$ cat config.mk
export PLATFORM = sky130hd
export DESIGN_NAME = warmup_leaky_average_filter_core
export DESIGN_NICKNAME = d
export VERILOG_FILES = /design/src/rtl/wla_pkg.sv /design/src/rtl/warmup_leaky_average_filter_core.sv /design/src/rtl/wla_div.sv /design/src/rtl/wla_datapath.sv /design/src/rtl/wla_ctrl.sv
export SDC_FILE = /design/constraint.sdc
export NUM_CORES = 1
export LEC_CHECK = 0
export ABC_AREA = 1
export BUFFER_PORTS_ARGS = -buffer_cell sky130_fd_sc_hd__buf_2
export CAP_MARGIN = 20
export CORE_UTILIZATION = 40
export DETAILED_ROUTE_END_ITERATION = 10
export GPL_TIMING_DRIVEN = 0
export PLACE_DENSITY = 0.58
export SLEW_MARGIN = 25
export SYNTH_ARGS = -nofsm -noshare
export SYNTH_HDL_FRONTEND = slang
export SYNTH_HIERARCHICAL = 1
export SYNTH_SLANG_ARGS = --single-unit
$ cat constraint.sdc
create_clock -name clk -period 3 [get_ports clk]
set_input_delay 0.3 -clock clk [delete_from_list [all_inputs] [get_ports clk]]
set_output_delay 0.3 -clock clk [all_outputs]
set_load 0.05 [all_outputs]
$ cat src/rtl/wla_pkg.sv
package wla_pkg;

  localparam int unsigned WINDOW_LEN_DEF  = 16;
  localparam int unsigned SAMPLE_BITS_DEF = 12;

  // input command codes
  localparam logic CMD_SAMPLE = 1'b0;
  localparam logic CMD_CLEAR  = 1'b1;

  typedef enum logic [2:0] {
    S_IDLE,
    S_LEAK_UPD,
    S_LEAK_OUT,
    S_AVG_START,
    S_AVG_RUN,
    S_OUT_WAIT
  } state_t;

  typedef struct packed {
    logic clear;
    logic warm_add;
    logic latch_sample;
    logic leak_update;
    logic div_start;
    logic out_load;
    logic out_window;
  } dp_cmd_t;

  typedef struct packed {
    logic warm;
    logic div_done;
    logic out_free;
  } dp_status_t;

endpackage

$ cat src/rtl/warmup_leaky_average_filter_core.sv
// Warm-up leaky average filter.
// Input channel: in_valid / in_stall with command and sample. command = 0 folds
// the sample into the running sum and yields one average; command = 1 clears
// the sum and warm-up count and yields nothing.
// Output channel: out_valid / out_stall with average, held in a register.
// A transfer happens on a clock edge with valid high and stall low.
// One item at a time: in_stall is high from the transfer until the result is
// loaded into the output register. During warm-up the average is sum over count
// from a restoring divider retiring two quotient bits per cycle: the transfer
// adds the sample, S_AVG_START starts the divider, and S_AVG_RUN loads the
// quotient into the output register when the divider is done. After warm-up
// the division by WINDOW_LEN is a reciprocal multiply: the transfer latches the
// sample, S_LEAK_UPD updates the sum and S_LEAK_OUT loads the average.
// A clear leaves the core idle and ready for the next item.
// While the receiver stalls, a finished average waits until the output register
// is free or being emptied, and in_stall stays high meanwhile.
// Synchronous reset clears the sum, warm-up count and out_valid.
module warmup_leaky_average_filter_core #(
  parameter int unsigned WINDOW_LEN  = wla_pkg::WINDOW_LEN_DEF,
  parameter int unsigned SAMPLE_BITS = wla_pkg::SAMPLE_BITS_DEF
) (
  input  logic                   clk,
  input  logic                   rst,
  input  logic                   in_valid,
  output logic                   in_stall,
  input  logic                   command,
  input  logic [SAMPLE_BITS-1:0] sample,
  output logic                   out_valid,
  input  logic                   out_stall,
  output logic [SAMPLE_BITS-1:0] average
);

  wla_pkg::dp_cmd_t    cmd;
  wla_pkg::dp_status_t status;

  wla_ctrl u_ctrl (
    .clk     (clk),
    .rst     (rst),
    .in_valid(in_valid),
    .in_stall(in_stall),
    .command (command),
    .status  (status),
    .cmd     (cmd)
  );

  wla_datapath #(
    .WINDOW_LEN (WINDOW_LEN),
    .SAMPLE_BITS(SAMPLE_BITS)
  ) u_dp (
    .clk      (clk),
    .rst      (rst),
    .cmd      (cmd),
    .status   (status),
    .sample   (sample),
    .out_valid(out_valid),
    .out_stall(out_stall),
    .average  (average)
  );

endmodule

$ cat src/rtl/wla_div.sv
module wla_div #(
  parameter int unsigned DIVIDEND_W = 16,
  parameter int unsigned DIVISOR_W  = 5
) (
  input  logic                  clk,
  input  logic                  rst,
  input  logic                  start,
  input  logic [DIVIDEND_W-1:0] dividend,
  input  logic [DIVISOR_W-1:0]  divisor,
  output logic                  done,
  output logic [DIVIDEND_W-1:0] quotient
);

  // restoring division, two quotient bits per cycle
  localparam int unsigned DE    = DIVIDEND_W + (DIVIDEND_W % 2);
  localparam int unsigned STEPS = DE / 2;
  localparam int unsigned SCW   = (STEPS > 1) ? $clog2(STEPS) : 1;

  logic                 busy;
  logic [SCW-1:0]       cnt;
  logic [DIVISOR_W-1:0] rem;
  logic [DIVISOR_W-1:0] dsr;
  logic [DE-1:0]        quo;
  logic [DIVISOR_W-1:0] rem_next;
  logic [DE-1:0]        quo_next;

  always_comb begin
    logic [DIVISOR_W:0] ext;
    logic [DIVISOR_W-1:0] r;
    logic [DE-1:0] q;
    r = rem;
    q = quo;
    for (int k = 0; k < 2; k++) begin
      ext = {r, q[DE-1]};
      q   = {q[DE-2:0], 1'b0};
      if (ext >= {1'b0, dsr}) begin
        ext  = ext - {1'b0, dsr};
        q[0] = 1'b1;
      end
      r = ext[DIVISOR_W-1:0];
    end
    rem_next = r;
    quo_next = q;
  end

  always_ff @(posedge clk) begin
    if (rst) begin
      busy <= 1'b0;
      done <= 1'b0;
    end else begin
      done <= 1'b0;
      if (start) begin
        busy <= 1'b1;
        cnt  <= '0;
        rem  <= '0;
        quo  <= DE'(dividend);
        dsr  <= divisor;
      end else if (busy) begin
        rem <= rem_next;
        quo <= quo_next;
        cnt <= cnt + 1'b1;
        if (cnt == SCW'(STEPS - 1)) begin
          busy <= 1'b0;
          done <= 1'b1;
        end
      end
    end
  end

  assign quotient = quo[DIVIDEND_W-1:0];

endmodule

$ cat src/rtl/wla_datapath.sv
module wla_datapath #(
  parameter int unsigned WINDOW_LEN  = wla_pkg::WINDOW_LEN_DEF,
  parameter int unsigned SAMPLE_BITS = wla_pkg::SAMPLE_BITS_DEF
) (
  input  logic                   clk,
  input  logic                   rst,
  input  wla_pkg::dp_cmd_t       cmd,
  output wla_pkg::dp_status_t    status,
  input  logic [SAMPLE_BITS-1:0] sample,
  output logic                   out_valid,
  input  logic                   out_stall,
  output logic [SAMPLE_BITS-1:0] average
);

  localparam int unsigned SUM_W = SAMPLE_BITS + $clog2(WINDOW_LEN);
  localparam int unsigned CNT_W = $clog2(WINDOW_LEN + 1);

  // sum / WINDOW_LEN as a multiply by the rounded-up reciprocal; exact for any SUM_W-bit sum
  localparam int unsigned     SHIFT      = SUM_W + $clog2(WINDOW_LEN);
  localparam int unsigned     PROD_W     = 2 * SUM_W + 1;
  localparam longint unsigned RECIP_WIDE =
    ((64'd1 << SHIFT) + 64'(WINDOW_LEN) - 64'd1) / 64'(WINDOW_LEN);
  localparam logic [SUM_W:0]  RECIP      = (SUM_W + 1)'(RECIP_WIDE);

  logic [SUM_W-1:0]       running_sum;
  logic [SUM_W-1:0]       running_sum_next;
  logic [CNT_W-1:0]       warmup_count;
  logic [SAMPLE_BITS-1:0] smp;
  logic                   div_done;
  logic [SUM_W-1:0]       quotient;
  logic [PROD_W-1:0]      win_prod;
  logic [SUM_W-1:0]       win_quot;

  // divides the sum by the warm-up count during warm-up
  wla_div #(
    .DIVIDEND_W(SUM_W),
    .DIVISOR_W (CNT_W)
  ) u_div (
    .clk     (clk),
    .rst     (rst),
    .start   (cmd.div_start),
    .dividend(running_sum),
    .divisor (warmup_count),
    .done    (div_done),
    .quotient(quotient)
  );

  assign win_prod = PROD_W'(running_sum) * PROD_W'(RECIP);
  assign win_quot = win_prod[SHIFT +: SUM_W];

  always_comb begin
    running_sum_next = running_sum;
    if (cmd.clear) begin
      running_sum_next = '0;
    end else if (cmd.warm_add) begin
      running_sum_next = running_sum + SUM_W'(sample);
    end else if (cmd.leak_update) begin
      running_sum_next = running_sum - win_quot + SUM_W'(smp);
    end
  end

  always_ff @(posedge clk) begin
    if (rst) begin
      running_sum  <= '0;
      warmup_count <= '0;
      out_valid    <= 1'b0;
    end else begin
      running_sum <= running_sum_next;
      if (cmd.clear) begin
        warmup_count <= '0;
      end else if (cmd.warm_add) begin
        warmup_count <= warmup_count + 1'b1;
      end
      if (cmd.latch_sample) begin
        smp <= sample;
      end
      if (cmd.out_load) begin
        average   <= cmd.out_window ? win_quot[SAMPLE_BITS-1:0] : quotient[SAMPLE_BITS-1:0];
        out_valid <= 1'b1;
      end else if (out_valid && !out_stall) begin
        out_valid <= 1'b0;
      end
    end
  end

  assign status.warm     = warmup_count < CNT_W'(WINDOW_LEN);
  assign status.div_done = div_done;
  assign status.out_free = !out_valid || !out_stall;

endmodule

$ cat src/rtl/wla_ctrl.sv
module wla_ctrl (
  input  logic                clk,
  input  logic                rst,
  input  logic                in_valid,
  output logic                in_stall,
  input  logic                command,
  input  wla_pkg::dp_status_t status,
  output wla_pkg::dp_cmd_t    cmd
);

  wla_pkg::state_t state;
  wla_pkg::state_t state_next;

  always_ff @(posedge clk) begin
    if (rst) begin
      state <= wla_pkg::S_IDLE;
    end else begin
      state <= state_next;
    end
  end

  always_comb begin
    state_next = state;
    case (state)
      wla_pkg::S_IDLE: begin
        if (in_valid && command != wla_pkg::CMD_CLEAR) begin
          state_next = status.warm ? wla_pkg::S_AVG_START : wla_pkg::S_LEAK_UPD;
        end
      end
      wla_pkg::S_LEAK_UPD: state_next = wla_pkg::S_LEAK_OUT;
      wla_pkg::S_LEAK_OUT: begin
        if (status.out_free) state_next = wla_pkg::S_IDLE;
      end
      wla_pkg::S_AVG_START: state_next = wla_pkg::S_AVG_RUN;
      wla_pkg::S_AVG_RUN: begin
        if (status.div_done) begin
          state_next = status.out_free ? wla_pkg::S_IDLE : wla_pkg::S_OUT_WAIT;
        end
      end
      wla_pkg::S_OUT_WAIT: begin
        if (status.out_free) state_next = wla_pkg::S_IDLE;
      end
      default: state_next = wla_pkg::S_IDLE;
    endcase
  end

  always_comb begin
    cmd      = '0;
    in_stall = 1'b1;
    case (state)
      wla_pkg::S_IDLE: begin
        in_stall = 1'b0;
        if (in_valid) begin
          if (command == wla_pkg::CMD_CLEAR) begin
            cmd.clear = 1'b1;
          end else if (status.warm) begin
            cmd.warm_add = 1'b1;
          end else begin
            cmd.latch_sample = 1'b1;
          end
        end
      end
      wla_pkg::S_LEAK_UPD: cmd.leak_update = 1'b1;
      wla_pkg::S_LEAK_OUT: begin
        cmd.out_window = 1'b1;
        cmd.out_load   = status.out_free;
      end
      wla_pkg::S_AVG_START:  cmd.div_start = 1'b1;
      wla_pkg::S_AVG_RUN:    cmd.out_load = status.div_done && status.out_free;
      wla_pkg::S_OUT_WAIT:   cmd.out_load = status.out_free;
      default:               cmd = '0;
    endcase
  end

endmodule

==> metrics.md, run 1 <==
| Metric | Value |
|---|---|
| Max Clock Freq | `344.9 MHz` |
| # clock sinks | `68` |
| Net Count, Synth | `602` |
| WL per Instance | `13.21 um` |
| Initial antenna violation count | `0` |
| Fin crit period | `2.899 ns` |
| Core area | `10460 um^2` |
| CTS tree | `yes` |
| Die area | `11330 um^2` |
| Global Route met1 Usage | `26.73%` |
| Worst hold path type | `in2reg` |
| Arrival @ worst endpoint | `2.99 ns` |
| LEAKAGE | `2.378 nW` |
| Iteration-0 DRC Markers | `258` |
| Mapped cell area | `4363 um^2` |
| Post-Place Cells | `724` |
| WL final | `9831 um` |
| Synth warn | `6` |
| Crit-path cells | `inv_1 > ha_2 > inv_2 > fa_2 > inv_2 > nand2_4 > inv_2 > nor2_4 > nor2_4 > buf_4 > nand2_1 > nand2_1 > ha_4 > nand3_1 > o21bai_1 > nor2_2 > nand2_2 > nor2_4 > o21ai_2` |
| Via count | `3646` |
| Setup Skew | `0.005349 ns` |
| Max cap viols | `0` |
| Area growth, synth to finish | `15.14%` |
| Global placer's final weighted congestion | `0.8631` |
| Non-Filler Instances | `744` |
| Diode count | `0` |
| Power per Cell Area | `850.0 nW/um^2` |
| Crit path max fanout | `6` |
| Hold Path Depth | `3` |
| GR Util met2 | `29.22%` |
| # DRC | `0` |
| TNS Setup | `0 ns` |
| Vias in the first global route | `3370` |
| Port bufs | `30` |
| Rows | `37` |
| Clk pin slew, worst setup/hold paths | `0.07 ns` |
| Average size of a mapped cell | `7.833 um^2` |
| Unrepaired setup endpoints after global routing | `true` |
| I/O pin count | `31` |
| Endpoint type of the worst setup path | `register` |
| R2R Setup Slk | `0.10 ns` |
| Later-pin clock latency in the skew report | `0.33 ns` |
| Required @ worst endpoint | `3.09 ns` |
| Max clock buf depth | `2` |
| Die Wd | `106.4 um` |
| TritonCTS buffer count | `9` |
| Layout cells sized above 1 | `22.04%` |
| Tcrit/Tclk final | `96.65%` |
| Highest cell delay on the worst timing path | `0.38 ns` |
| Worst path slowest cell | `edfxtp_1` |
| Status | `finished clean` |
| Root Buffer | `clkbuf_8` |
| HPWL Detailed | `7387 um` |
| First-pass GRT wire length | `16500 um` |
| Total track usage | `18.77%` |
| Fin. Hold Viols | `0` |
| Die Ht | `106.4 um` |
| Initial Utilization | `41.70%` |
| Setup violators final | `0` |
| H-tree Lvls | `3` |
| R2R cell count | `19` |
| Most used routing layer | `met2` |
| Pin count of the biggest net entering global routing | `19` |
| Vias per cell | `4.901` |
| Worst slew margin | `39.76%` |
| Fin. max-slew vios | `0` |
| ANT nets after route | `0` |
| Met3 Usage GRT | `3.679%` |
| Worst Setup Path Type | `reg2reg` |
| Final nets | `648` |
| Peak VDD IR | `0.0003469 V` |
| Grt ovf | `0` |
| Critical Path Start Type | `register` |
| Worst-margin pin slew | `0.9017 ns` |
| Syn Inst Count | `557` |
| DRT Pass-1 Iters | `4` |
## timing repair
action	in CTS	in global routing
pin swaps	3	6
setup buffers	2	2
resized for setup	6	14
endpoints found under the setup margin	6	6
hold buffers	0	0
## stage by stage
| stage | worst slack (ns) | hold slack (ns) | power, mW | utilization, % | area [um^2] |
|---|---|---|---|---|---|
| floorplan | 0.1318 | 0.3691 | 2.989 | - | 4363 |
| finish | 0.1006 | 0.2399 | 4.270 | 48.01 | 5024 |
| global placement | -0.4587 | 0.4520 | 3.426 | 44.76 | 4683 |
| detailed placement | -0.2904 | 0.4516 | 3.472 | 45.16 | 4725 |
| global route | -0.09089 | 0.2709 | 4.629 | 48.01 | 5024 |
| CTS | 0.01197 | 0.2260 | 4.229 | 47.20 | 4938 |
## area by class of cell
cell class	count	area, um^2
Buffer	10	63.81
Sequential cell	68	1772
Inverter	88	330.3
Clock inverter	5	52.55
Multi-Input combinational cell	391	2296
Tap cell	136	170.2
Fill cell	1078	5439
Clock buffer	11	131.4
Timing Repair Buffer	35	207.7
## sequential cells by signal (all words and copies together), names as in the netlist
signal / count
u_ctrl/state: 3
u_dp/warmup_count: 5
u_dp/average: 12
u_dp/u_div/dsr: 5
u_dp/u_div/rem: 5
u_dp/u_div/busy: 1
u_dp/u_div/done: 1
u_dp/u_div/quotient: 16
u_dp/out_valid: 1
u_dp/u_div/cnt: 3
u_dp/running_sum: 16
## placed cells by master, fill, tap and decap left out, types with 3 or more instances in the layout
master / instances
nand2_1: 143
inv_1: 76
nand3_1: 47
nor2_1: 43
edfxtp_1: 41
buf_2: 33
a21oi_1: 27
dfxtp_1: 27
nand2_2: 22
ha_1: 21
inv_2: 11
o21ai_0: 10
clkbuf_8: 9
nor2_4: 9
mux2_2: 7
nor2_2: 6
nand3_2: 6
buf_4: 6
nor3_1: 6
clkbuf_1: 4
o211ai_1: 4
a21oi_2: 4
xor2_1: 4
clkinv_2: 3
and2_1: 3
nand4_1: 3
ha_4: 3
## metal layers
metal,up-vias,part of all wire (%)
li1,1888,-
met1,1686,51
met2,64,44
met3,8,4.0
met4,0,0.95
met5,-,0
## path summary, 6_finish.rpt
kind / from / to
setup / recovery: u_dp/u_div/quotient[15] / u_dp/u_div/quotient[0]
setup reg to reg: u_dp/u_div/quotient[15] / u_dp/u_div/quotient[0]
hold / removal: out_stall / u_dp/out_valid
hold reg to reg: u_dp/warmup_count[4] / u_dp/u_div/dsr[4]
## critical path: cells and delay by family, from the launching register on
kind                       cells  cell delay, ns
AOI/OAI and AO/OA              2            0.14
buffers and inverters          5            0.40
DFF                            1            0.38
and+or+nand+nor                9            0.94
adders and majority gates      3            0.78
## report_power, final
group	leakage, nW	switching [mW]	internal (mW)
clock network	0.0931	0.342	0.381
logic	1.69	1.38	0.742
registers	0.595	0.172	1.25
total	2.38	1.90	2.37
Note: power is estimated with default switching activity, not from simulation.
==> run 2, diff against run 1 <==
==> constraint.sdc (replaced) <==
create_clock -name clk -period 2.5 [get_ports clk]
set_input_delay 0.25 -clock clk [delete_from_list [all_inputs] [get_ports clk]]
set_output_delay 0.25 -clock clk [all_outputs]
set_load 0.05 [all_outputs]
==> run 2 against run 1 <==
  * The flow now finishes with violations (setup timing)
  * Sequential power up 20%
  * Fmax about the same
  * First-iteration DRC count down 5.8%
  * Sequential cell count unchanged
  * Global-route usage down 0.097 points
  * Die area unchanged
  * Sequential share of layout area down 0.42 points
  * Power up 22%
  * Clock power up 27%
  * Critical path type unchanged
  * Largest cell class unchanged
  * Highest routed layer unchanged
==> metrics.md, run 2 (same netlist as run 1, synthesis figures left out) <==
| Metric | Value |
|---|---|
| Port bufs | `30` |
| # clock sinks | `68` |
| Iteration-0 DRC Markers | `243` |
| Status | `finished with violations` |
| I/O pin count | `31` |
| Area growth, synth to finish | `16.52%` |
| Max clock buf depth | `2` |
| Later-pin clock latency in the skew report | `0.34 ns` |
| Critical Path Start Type | `register` |
| Fin. Hold Viols | `0` |
| Worst setup slack after layout | `-0.3973 ns` |
| Via count | `3647` |
| Fin area | `5084 um^2` |
| Worst path slowest cell | `edfxtp_1` |
| Fin crit period | `2.897 ns` |
| Die Wd | `106.4 um` |
| Crit-path cells | `inv_1 > ha_2 > inv_2 > fa_2 > inv_2 > nand2_4 > inv_4 > nor2_4 > nor2_4 > o21ai_4 > fa_2 > inv_2 > nor2_2 > nor2_1 > nor2_1 > nor2_2 > nand2_2 > nor2_4 > o21ai_2` |
| Grt ovf | `0` |
| Layout cells sized above 1 | `23.16%` |
| H-tree Lvls | `3` |
| # DRC | `0` |
| Met3 wire length | `323 um` |
| Crit path max fanout | `6` |
| Tcrit/Tclk final | `115.9%` |
| Failing checks | `setup timing` |
| Vias per cell | `4.869` |
| Pin count of the biggest net entering global routing | `25` |
| Met2 WL | `4629 um` |
| Diode count | `0` |
| TritonCTS buffer count | `9` |
| Core area | `10460 um^2` |
| WL final | `9928 um` |
| Worst Setup Path Type | `reg2reg` |
| Worst hold path type | `in2reg` |
| Met1 WL | `4859 um` |
| DRT Pass-1 Iters | `4` |
| CTS tree | `yes` |
| Endpoint type of the worst setup path | `register` |
| Unrepaired setup endpoints after global routing | `true` |
| Worst-margin pin slew | `0.7504 ns` |
| WL per Instance | `13.26 um` |
| Core Util, Final | `48.59%` |
| Fin. max-slew vios | `0` |
| Rows | `37` |
| TNS Setup | `-2.274 ns` |
| Global placer's final weighted congestion | `0.8691` |
| Worst slack, placed | `-0.6048 ns` |
| Vias in the first global route | `3404` |
| Initial antenna violation count | `0` |
| Clk pin slew, worst setup/hold paths | `0.08 ns` |
| Arrival @ worst endpoint | `3.00 ns` |
| Setup violators final | `6` |
| CP bufs+invs | `5` |
| HPWL Detailed | `7505 um` |
| Max Clock Freq | `345.1 MHz` |
| Die area | `11330 um^2` |
| Max cap viols | `0` |
| Initial Utilization | `41.70%` |
| Commonest non-fill, non-tap cells in the layout | `nand2_1 (143), inv_1 (76), nand3_1 (46)` |
| LEAKAGE | `2.403 nW` |
| Final nets | `653` |
| Total track usage | `18.67%` |
| Commonest non-fill, non-tap cell in the layout | `nand2_1` |
| Power per Cell Area | `1021 nW/um^2` |
| Peak VDD IR | `0.0004153 V` |
| Placement Cell Area | `4705 um^2` |
| First-pass GRT wire length | `16470 um` |
| Post-cts hold buffer count | `0` |
| Max layer used | `met4` |
| Die Ht | `106.4 um` |
| Setup Skew | `0.009796 ns` |
| Crit path max-delay family | `simple AND/OR/NAND/NOR gates` |
| Required @ worst endpoint | `2.60 ns` |
| Highest cell delay on the worst timing path | `0.38 ns` |
| ANT nets after route | `0` |
| Worst slew margin | `49.92%` |
| Root Buffer | `clkbuf_8` |
[run 2: changes by cell type in the layout (fill, tap and decap cells not counted), sizes merged]
| cell | before | now |
|---|---|---|
| clkinv | 4 | 3 |
| a21oi | 32 | 33 |
| inv | 87 | 88 |
| buf | 43 | 47 |
[run 2: per-layer routing]
metal / GRT usage (%) / vias up
met5: 0 / -
met2: 30.29 / 56
met3: 3.985 / 10
met4: 5.186 / 0
met1: 25.09 / 1673
li1: - / 1908
[run 2: power breakdown]
group	switching, mW	leakage, nW	internal (mW)
registers	0.200	0.595	1.50
clock network	0.427	0.0999	0.492
logic	1.67	1.71	0.897
total	2.30	2.40	2.89
[run 2: cell type report]
type / instances / area [um^2]
Fill cell: 1036 / 5379
Multi-Input combinational cell: 392 / 2322
Sequential cell: 68 / 1772
Inverter: 88 / 332.8
Timing Repair Buffer: 39 / 221.5
Tap cell: 136 / 170.2
Clock buffer: 11 / 141.4
Buffer: 10 / 63.81
Clock inverter: 5 / 60.06
[run 2: repair_timing]
action                                  CTS  global route
buffers inserted                          6             3
gates cloned                              0             1
endpoints found under the setup margin    6            42
pin swaps                                 4             9
resized for setup                        11             9
[run 2: metrics by stage]
stage	instances	hold slack, ns	total power [mW]
after floorplan	557	0.3191	3.591
after global placement	723	0.4506	4.125
after detailed placement	723	0.4587	4.160
after CTS	745	0.1554	5.162
after global routing	749	0.1844	5.614
final	749	0.1683	5.190
[run 2: tightest hold or removal path, delay by kind of cell]
kind	cells	cell delay (ns)
AOI/OAI and AO/OA	1	0.05
buffers and inverters	1	0.10
and+or+nand+nor	1	0.07
[run 2: path summary, 6_finish.rpt]
path / start / to / slack (ns) / cells past startpoint
worst max register to register: u_dp/u_div/quotient[15] / u_dp/u_div/quotient[0] / -0.40 / 19
worst min-delay path: out_stall / u_dp/out_valid / 0.17 / 3
worst max-delay path: u_dp/u_div/quotient[15] / u_dp/u_div/quotient[0] / -0.40 / 19
worst min register to register: u_dp/warmup_count[4] / u_dp/u_div/dsr[4] / 0.47 / 0
